[config.mk]
export PLATFORM = sky130hd
export DESIGN_NAME = source_line_identifier_scanner
export DESIGN_NICKNAME = d
export VERILOG_FILES = /design/src/rtl/core/slis_pkg.sv /design/src/rtl/core/slis_ram.sv /design/src/rtl/core/slis_datapath.sv /design/src/rtl/core/slis_ctrl.sv /design/src/rtl/core/source_line_identifier_scanner.sv
export SDC_FILE = /design/constraint.sdc
export NUM_CORES = 1
export LEC_CHECK = 0
export CAP_MARGIN = 25
export CORE_UTILIZATION = 61
export CTS_CLUSTER_SIZE = 24
export DETAILED_ROUTE_END_ITERATION = 8
export DONT_BUFFER_PORTS = 1
export HOLD_SLACK_MARGIN = 0.12
export MAX_ROUTING_LAYER = met4
export PLACE_DENSITY = 0.77
export SLEW_MARGIN = 20
export SYNTH_ARGS = -nofsm -noshare
export SYNTH_HDL_FRONTEND = slang
export SYNTH_HIERARCHICAL = 1
export SYNTH_SLANG_ARGS = --single-unit
[constraint.sdc]
create_clock -name clk -period 4.9 [get_ports clk]
set_input_delay 0.98 -clock clk [delete_from_list [all_inputs] [get_ports clk]]
set_output_delay 0.98 -clock clk [all_outputs]
set_load 0.02 [all_outputs]
[src/rtl/core/slis_pkg.sv]
// Package for the source line identifier scanner.
// Character constants, classification functions, FSM and control types; no dependencies.
`timescale 1ns / 1ps

package slis_pkg;

  localparam logic [7:0] CH_SLASH = 8'h2F;
  localparam logic [7:0] CH_DQUOTE = 8'h22;
  localparam logic [7:0] CH_SQUOTE = 8'h27;
  localparam logic [7:0] CH_UNDERSCORE = 8'h5F;
  localparam logic [7:0] CH_DOT = 8'h2E;
  localparam logic [1:0] SKIP_LEN = 2'd2;

  typedef enum logic [2:0] {
    ST_IDLE = 3'b001,
    ST_READ = 3'b010,
    ST_SHOW = 3'b100
  } state_t;

  typedef struct packed {
    logic accept;
    logic rd_en;
    logic idx_inc;
  } dp_cmd_t;

  typedef struct packed {
    logic emit_req;
    logic last;
  } dp_status_t;

  function automatic logic is_letter(input logic [7:0] c);
    return (c inside {[8'h41:8'h5A], [8'h61:8'h7A]});
  endfunction

  function automatic logic is_ident_char(input logic [7:0] c);
    return is_letter(c) || (c inside {[8'h30:8'h39], CH_UNDERSCORE, CH_DOT});
  endfunction

endpackage

[src/rtl/core/slis_ram.sv]
// Generic simple dual-port RAM: one write port, one registered read port.
// No dependencies.
`timescale 1ns / 1ps

module slis_ram #(
  parameter int WIDTH = 8,
  parameter int DEPTH = 32
) (
  input  logic                                      clk,
  input  logic                                      wr_en,
  input  logic [((DEPTH > 1) ? $clog2(DEPTH) : 1)-1:0] wr_addr,
  input  logic [WIDTH-1:0]                          wr_data,
  input  logic                                      rd_en,
  input  logic [((DEPTH > 1) ? $clog2(DEPTH) : 1)-1:0] rd_addr,
  output logic [WIDTH-1:0]                          rd_data
);

  logic [WIDTH-1:0] mem [DEPTH];
  logic [WIDTH-1:0] rd_data_r;

  always_ff @(posedge clk) begin
    if (wr_en) begin
      mem[wr_addr] <= wr_data;
    end
    if (rd_en) begin
      rd_data_r <= mem[rd_addr];
    end
  end

  assign rd_data = rd_data_r;

endmodule

[src/rtl/core/slis_datapath.sv]
// Datapath of the scanner: comment/string/char filters, identifier collection,
// identifier buffer and emission index. Depends on slis_pkg and slis_ram.
`timescale 1ns / 1ps

module slis_datapath #(
  parameter int IDENT_MAX = 32
) (
  input  logic                   clk,
  input  logic                   rst_n,
  input  logic [7:0]             in_char_code,
  input  logic                   in_line_end,
  input  slis_pkg::dp_cmd_t      cmd,
  output slis_pkg::dp_status_t   sts,
  output logic [7:0]             out_ident_char,
  output logic                   out_ident_last
);

  import slis_pkg::*;

  localparam int AW = (IDENT_MAX > 1) ? $clog2(IDENT_MAX) : 1;
  localparam int LW = $clog2(IDENT_MAX + 1);

  logic          held_v_r, held_v_nxt;
  logic          cut_r, cut_nxt;
  logic          str_r, str_nxt;
  logic [1:0]    skip_r, skip_nxt;
  logic          in_id_r, in_id_nxt;
  logic          dot_r, dot_nxt;
  logic [LW-1:0] len_r, len_nxt;
  logic [LW-1:0] emit_len_r, emit_len_nxt;
  logic [AW-1:0] idx_r, idx_nxt;

  logic          wr_en;
  logic [AW-1:0] wr_addr;
  logic [AW-1:0] rd_addr;
  logic          scan_flush;
  logic          flush;
  logic          emit;

  always_comb begin
    held_v_nxt   = held_v_r;
    cut_nxt      = cut_r;
    str_nxt      = str_r;
    skip_nxt     = skip_r;
    in_id_nxt    = in_id_r;
    dot_nxt      = dot_r;
    len_nxt      = len_r;
    emit_len_nxt = emit_len_r;
    idx_nxt      = idx_r;
    wr_en        = 1'b0;
    wr_addr      = len_r[AW-1:0];
    scan_flush   = 1'b0;
    flush        = 1'b0;
    emit         = 1'b0;

    if (cmd.accept) begin
      if (!cut_r) begin
        if (in_char_code == CH_SLASH && held_v_r) begin
          cut_nxt    = 1'b1;
          held_v_nxt = 1'b0;
        end else begin
          held_v_nxt = (in_char_code == CH_SLASH);
          if (str_r) begin
            if (in_char_code == CH_DQUOTE) begin
              str_nxt = 1'b0;
            end
          end else if (in_char_code == CH_DQUOTE) begin
            str_nxt = 1'b1;
          end else if (skip_r != 2'd0) begin
            skip_nxt = skip_r - 2'd1;
          end else if (in_char_code == CH_SQUOTE) begin
            skip_nxt = SKIP_LEN;
          end else if (!in_id_r) begin
            if (is_letter(in_char_code)) begin
              in_id_nxt = 1'b1;
              dot_nxt   = 1'b0;
              wr_en     = 1'b1;
              wr_addr   = '0;
              len_nxt   = LW'(1);
            end
          end else if (!is_ident_char(in_char_code)) begin
            scan_flush = 1'b1;
          end else if (in_char_code == CH_DOT && !dot_r) begin
            dot_nxt = 1'b1;
            len_nxt = '0;
          end else if (len_r < LW'(IDENT_MAX)) begin
            wr_en   = 1'b1;
            wr_addr = len_r[AW-1:0];
            len_nxt = len_r + LW'(1);
          end
        end
      end

      flush = scan_flush || in_line_end;
      emit  = flush && in_id_nxt && (len_nxt != '0);
      if (emit) begin
        emit_len_nxt = len_nxt;
        idx_nxt      = '0;
      end
      if (flush) begin
        in_id_nxt = 1'b0;
        dot_nxt   = 1'b0;
        len_nxt   = '0;
      end
      if (in_line_end) begin
        held_v_nxt = 1'b0;
        cut_nxt    = 1'b0;
        str_nxt    = 1'b0;
        skip_nxt   = '0;
      end
    end

    if (cmd.idx_inc) begin
      idx_nxt = idx_r + AW'(1);
    end
  end

  always_ff @(posedge clk) begin
    if (!rst_n) begin
      held_v_r <= 1'b0;
      cut_r    <= 1'b0;
      str_r    <= 1'b0;
      skip_r   <= '0;
      in_id_r  <= 1'b0;
      dot_r    <= 1'b0;
      len_r    <= '0;
    end else begin
      held_v_r <= held_v_nxt;
      cut_r    <= cut_nxt;
      str_r    <= str_nxt;
      skip_r   <= skip_nxt;
      in_id_r  <= in_id_nxt;
      dot_r    <= dot_nxt;
      len_r    <= len_nxt;
    end
  end

  always_ff @(posedge clk) begin
    emit_len_r <= emit_len_nxt;
    idx_r      <= idx_nxt;
  end

  assign rd_addr = cmd.idx_inc ? (idx_r + AW'(1)) : idx_r;

  slis_ram #(
    .WIDTH(8),
    .DEPTH(IDENT_MAX)
  ) u_buf (
    .clk    (clk),
    .wr_en  (wr_en),
    .wr_addr(wr_addr),
    .wr_data(in_char_code),
    .rd_en  (cmd.rd_en),
    .rd_addr(rd_addr),
    .rd_data(out_ident_char)
  );

  assign sts.emit_req   = emit;
  assign sts.last       = ((LW'(idx_r) + LW'(1)) == emit_len_r);
  assign out_ident_last = sts.last;

endmodule

[src/rtl/core/slis_ctrl.sv]
// Controller FSM of the scanner: input transfers, buffer reads, result transfers.
// Depends on slis_pkg.
`timescale 1ns / 1ps

module slis_ctrl (
  input  logic                 clk,
  input  logic                 rst_n,
  input  logic                 in_valid,
  output logic                 in_stall,
  output logic                 out_valid,
  input  logic                 out_stall,
  input  slis_pkg::dp_status_t sts,
  output slis_pkg::dp_cmd_t    cmd
);

  import slis_pkg::*;

  state_t st_r, st_nxt;

  always_comb begin
    st_nxt      = st_r;
    cmd.accept  = 1'b0;
    cmd.rd_en   = 1'b0;
    cmd.idx_inc = 1'b0;
    case (st_r)
      ST_IDLE: begin
        cmd.accept = in_valid;
        if (in_valid && sts.emit_req) begin
          st_nxt = ST_READ;
        end
      end
      ST_READ: begin
        cmd.rd_en = 1'b1;
        st_nxt    = ST_SHOW;
      end
      ST_SHOW: begin
        if (!out_stall) begin
          if (sts.last) begin
            st_nxt = ST_IDLE;
          end else begin
            cmd.rd_en   = 1'b1;
            cmd.idx_inc = 1'b1;
          end
        end
      end
      default: begin
        st_nxt = ST_IDLE;
      end
    endcase
  end

  always_ff @(posedge clk) begin
    if (!rst_n) begin
      st_r <= ST_IDLE;
    end else begin
      st_r <= st_nxt;
    end
  end

  assign in_stall  = (st_r != ST_IDLE);
  assign out_valid = (st_r == ST_SHOW);

endmodule

[src/rtl/core/source_line_identifier_scanner.sv]
// Source line identifier scanner, top level.
// Depends on slis_pkg, slis_ctrl, slis_datapath (and slis_ram through it).
//
// Takes one character per transfer with a line-end flag, strips "//" comments,
// double-quoted runs and character constants, and streams out the identifiers
// that remain, one character per result transfer with a last flag on the final
// character. While no identifier is ready the block takes one character per
// cycle. An identifier is read back from the identifier buffer (one registered
// read port) while the input is stalled, until its last character is taken.
`timescale 1ns / 1ps

module source_line_identifier_scanner #(
  parameter int IDENT_MAX = 32
) (
  input  logic       clk,
  input  logic       rst_n,
  input  logic       in_valid,
  output logic       in_stall,
  input  logic [7:0] in_char_code,
  input  logic       in_line_end,
  output logic       out_valid,
  input  logic       out_stall,
  output logic [7:0] out_ident_char,
  output logic       out_ident_last
);

  import slis_pkg::*;

  dp_cmd_t    cmd;
  dp_status_t sts;

  slis_ctrl u_ctrl (
    .clk      (clk),
    .rst_n    (rst_n),
    .in_valid (in_valid),
    .in_stall (in_stall),
    .out_valid(out_valid),
    .out_stall(out_stall),
    .sts      (sts),
    .cmd      (cmd)
  );

  slis_datapath #(
    .IDENT_MAX(IDENT_MAX)
  ) u_dp (
    .clk           (clk),
    .rst_n         (rst_n),
    .in_char_code  (in_char_code),
    .in_line_end   (in_line_end),
    .cmd           (cmd),
    .sts           (sts),
    .out_ident_char(out_ident_char),
    .out_ident_last(out_ident_last)
  );

endmodule

==> results_dict.tcl <==
set metrics [dict create \
    setup_viol 0 \
    grt_setup_unrepaired "false" \
    die_h_um 142.7 \
    r2r-end "u_dp/u_buf/rd_data[7]" \
    crit_chain "nand3_1 -> or2_2 -> a21o_1 -> nand2_1 -> o22ai_1 -> and3_1 -> nor4_1 -> buf_4 -> nand2_1 -> xnor2_2 -> buf_12 -> mux4_2 -> mux4_2 -> mux2_2" \
    cp.arrival_ns 4.91 \
    area_growth_pct 12.53 \
    grt_max_degree 54 \
    wirelength_um 26520 \
    cts.repair.resized 0 \
    slew_violations 0 \
    synth_top_area_share_pct 68.43 \
    first_pass_iters 4 \
    swShare_pct 19.38 \
    num-nets-final 704 \
    worstRegToRegCells 14 \
    place_inst 921 \
    hold_slack_ns 0.4648 \
    cp-endpoint "u_dp/u_buf/rd_data[7]" \
    gr-usage-all-layers_pct 28.29 \
    p_int_mw 3.977 \
    total_power_mw 4.932 \
    combPwrFrac_pct 1.4 \
    outcome "finished clean" \
    cts_sinks 291 \
    io_buffers 0 \
    synthFlopType "edfxtp_1" \
    rrSetupSlack_ns 0.29 \
    crit_required_ns 5.20 \
    vdd_drop_max_uv 310.3 \
    grt.overflow.total 0 \
    layout-drive-gt1-share_pct 27.79 \
    startpoint_type "flop" \
    power_density_nw_per_um2 363.2 \
    yosys_warnings 6 \
    initial_core_util_pct 62.21 \
    crit_family "simple AND/OR/NAND/NOR gates" \
    p_seq_share_pct 55.2 \
    fin_skew_ns 0.01013 \
    synth_area_um2 12070 \
    cp_slowest_cell "edfxtp_1" \
    synth-seq-cells 291 \
    hold_depth 2 \
    dieArea_um2 20350 \
    r2r-start "u_dp/idx_r[0]" \
    tightest_slew_ns 0.6744 \
    htree_num_levels 1 \
    grt_pass1_vias 6360 \
    cts_setup_buffers 0 \
    cts_hold_buf 0 \
    p_clk_share_pct 43.4 \
    hold_violations 0 \
    ios 24 \
    netlist_instances 641 \
    drt_iter0_markers 551 \
    maxCapViolCount 0 \
    min_period_over_period_pct 94.11 \
    seq_area_frac_synth_pct 71.08 \
    vias 6412 \
    crit_path_end_kind "flop" \
    synthArstFlopShare_pct 0 \
    grt_antenna_before_repair 3 \
    detail-route-antenna-nets 0 \
    grt_first_pass_wirelength_um 39550 \
    rows 51 \
    clk_latency_ns 0.55 \
    max_slew_margin_pct 54.82 \
    synth.most_common_cell "edfxtp_1" \
    drcViolationCount 0 \
    synth_top_area_cell "edfxtp_1" \
    clock.fmax_mhz 216.9 \
    fin_ws_ns 0.2886 \
    die_w_um 142.7 \
    avgSynthCellArea_um2 18.83 \
    hold_class "reg -> reg" \
    dp_hpwl_um 15770 \
    drt-wirelength-per-cell_um 27.14 \
    clk_pin_slew_ns 0.06 \
    startpoint "u_dp/idx_r[0]" \
    p_leak_nw 4.343 \
    core_um2 19400 \
    p_switching_mw 0.9556 \
    synth-edff-count 275 \
    synthTopCellsByCount "edfxtp_1 (275), mux4_2 (80), nor2_1 (59)" \
    syn_nets 658 \
    crit_buf_inv 2 \
    fin_crit_ns 4.611 \
    netlist-cell-type-count 70 \
    tritoncts "done" \
    gp_congestion 0.8442 \
    synthTopCellsByArea "edfxtp_1 (68%), mux4_2 (15%), dfxtp_1 (2.7%), nor2_1 (1.8%), mux2_2 (0.75%)" \
    critPathKind "reg -> reg" \
    max_stage_delay_ns 0.55 \
    cts_buffers 29 \
    cts.path.max_buffers 3 \
    cp.depth 14 \
    worstPathMaxFanout 25 \
    setup_tns_ns 0 \
    layout.cells.non_filler 977 \
    pre_cts_ws_ns 0.3597 \
    cts_root_buffer "clkbuf_16" \
    via_per_inst 6.563 \
]
==> worst min-delay path by stage <==
stage / to / slack, ns / start
2_1_floorplan: u_dp/skip_r[0] / 0.43 / u_dp/skip_r[0]
3_3_place_gp: u_dp/skip_r[0] / 0.44 / u_dp/skip_r[0]
3_5_place_dp: u_dp/skip_r[0] / 0.46 / u_dp/skip_r[0]
4_1_cts: u_dp/skip_r[0] / 0.47 / u_dp/skip_r[0]
5_1_grt: u_dp/skip_r[0] / 0.50 / u_dp/skip_r[0]
6_report: u_dp/skip_r[0] / 0.46 / u_dp/skip_r[0]
==> cells by family (layout without fill, tap and decap cells) <==
family                   count (synthesis)  in the layout  synth area share [%]
AO/OA/AOI/OAI                           55             55                 3.577
XOR/XNOR                                12             12                0.8709
adder cells (fa/ha/maj)                  4              4                0.4147
buffers and inverters                   43            111                 1.762
flip-flops                             291            291                 71.08
multiplexers                            88             88                 15.68
other                                    0              3                     0
AND/OR/NAND/NOR                        148            148                 6.615
==> per-stage QoR <==
stage	util (%)	area, um^2
5_1_grt	70.01	13580
3_5_place_dp	65.21	12650
2_1_floorplan	-	12070
6_report	70.01	13580
4_1_cts	69.97	13570
3_3_place_gp	65.21	12650
==> worst min-delay path: cells and delay by family, from the launching register on <==
| family | cells | cell delay, ns |
|---|---|---|
| DFF | 1 | 0.31 |
| and+or+nand+nor | 1 | 0.06 |
| AOI/OAI and AO/OA | 1 | 0.05 |
==> cells in the final DEF (no fill, tap or decap), types with 6 or more instances in the layout <==
master	n
nand4_1	6
xor2_1	6
a21oi_1	11
nand3_1	13
mux4_2	80
mux2_2	8
buf_4	39
nand2_1	14
clkinv_1	7
dfxtp_1	16
nor2_1	59
inv_1	14
clkbuf_16	29
edfxtp_1	275
a22oi_1	7
nor2b_1	6
nand2b_1	6
nand3b_1	6
clkbuf_1	6
==> final cells by class <==
class | instances | area, um^2
antenna | 3 | 7.507
clock buffer | 37 | 775.7
clock inverter | 16 | 147.6
fill | 1193 | 5818
inverter | 15 | 56.30
multi-input combinational | 307 | 3311
sequential | 291 | 8578
tap | 265 | 331.6
timing repair buffer | 43 | 372.9
==> flip-flops by register name, summed over array words and instances, names as in the netlist <==
name and count:
u_dp/emit_len_r 6, u_dp/len_r 6, u_dp/str_r 1, u_dp/held_v_r 1, u_dp/in_id_r 1, u_dp/dot_r 1, u_dp/skip_r 2, u_dp/idx_r 5
u_ctrl/st_r 3, u_dp/u_buf/mem 256, u_dp/u_buf/rd_data 8, u_dp/cut_r 1
==> layer usage <==
metal  global-route usage, %  up-vias  wire length, um
li1                        -     2712                -
met5                       -        -                0
met1                   39.40     3276            10480
met4                   9.564        0              900
met3                   5.265       62             2376
met2                   42.78      362            12760
==> power groups by stage <==
stage	clock, mW	sequential, mW	combinational, mW
after floorplan	0	2.78	0.0569
after global placement	0	2.78	0.0649
after detailed placement	0	2.78	0.0669
after CTS	2.17	2.72	0.0679
after global routing	2.25	2.72	0.0742
final	2.14	2.72	0.0683
Power figures use the tool's default switching activity.
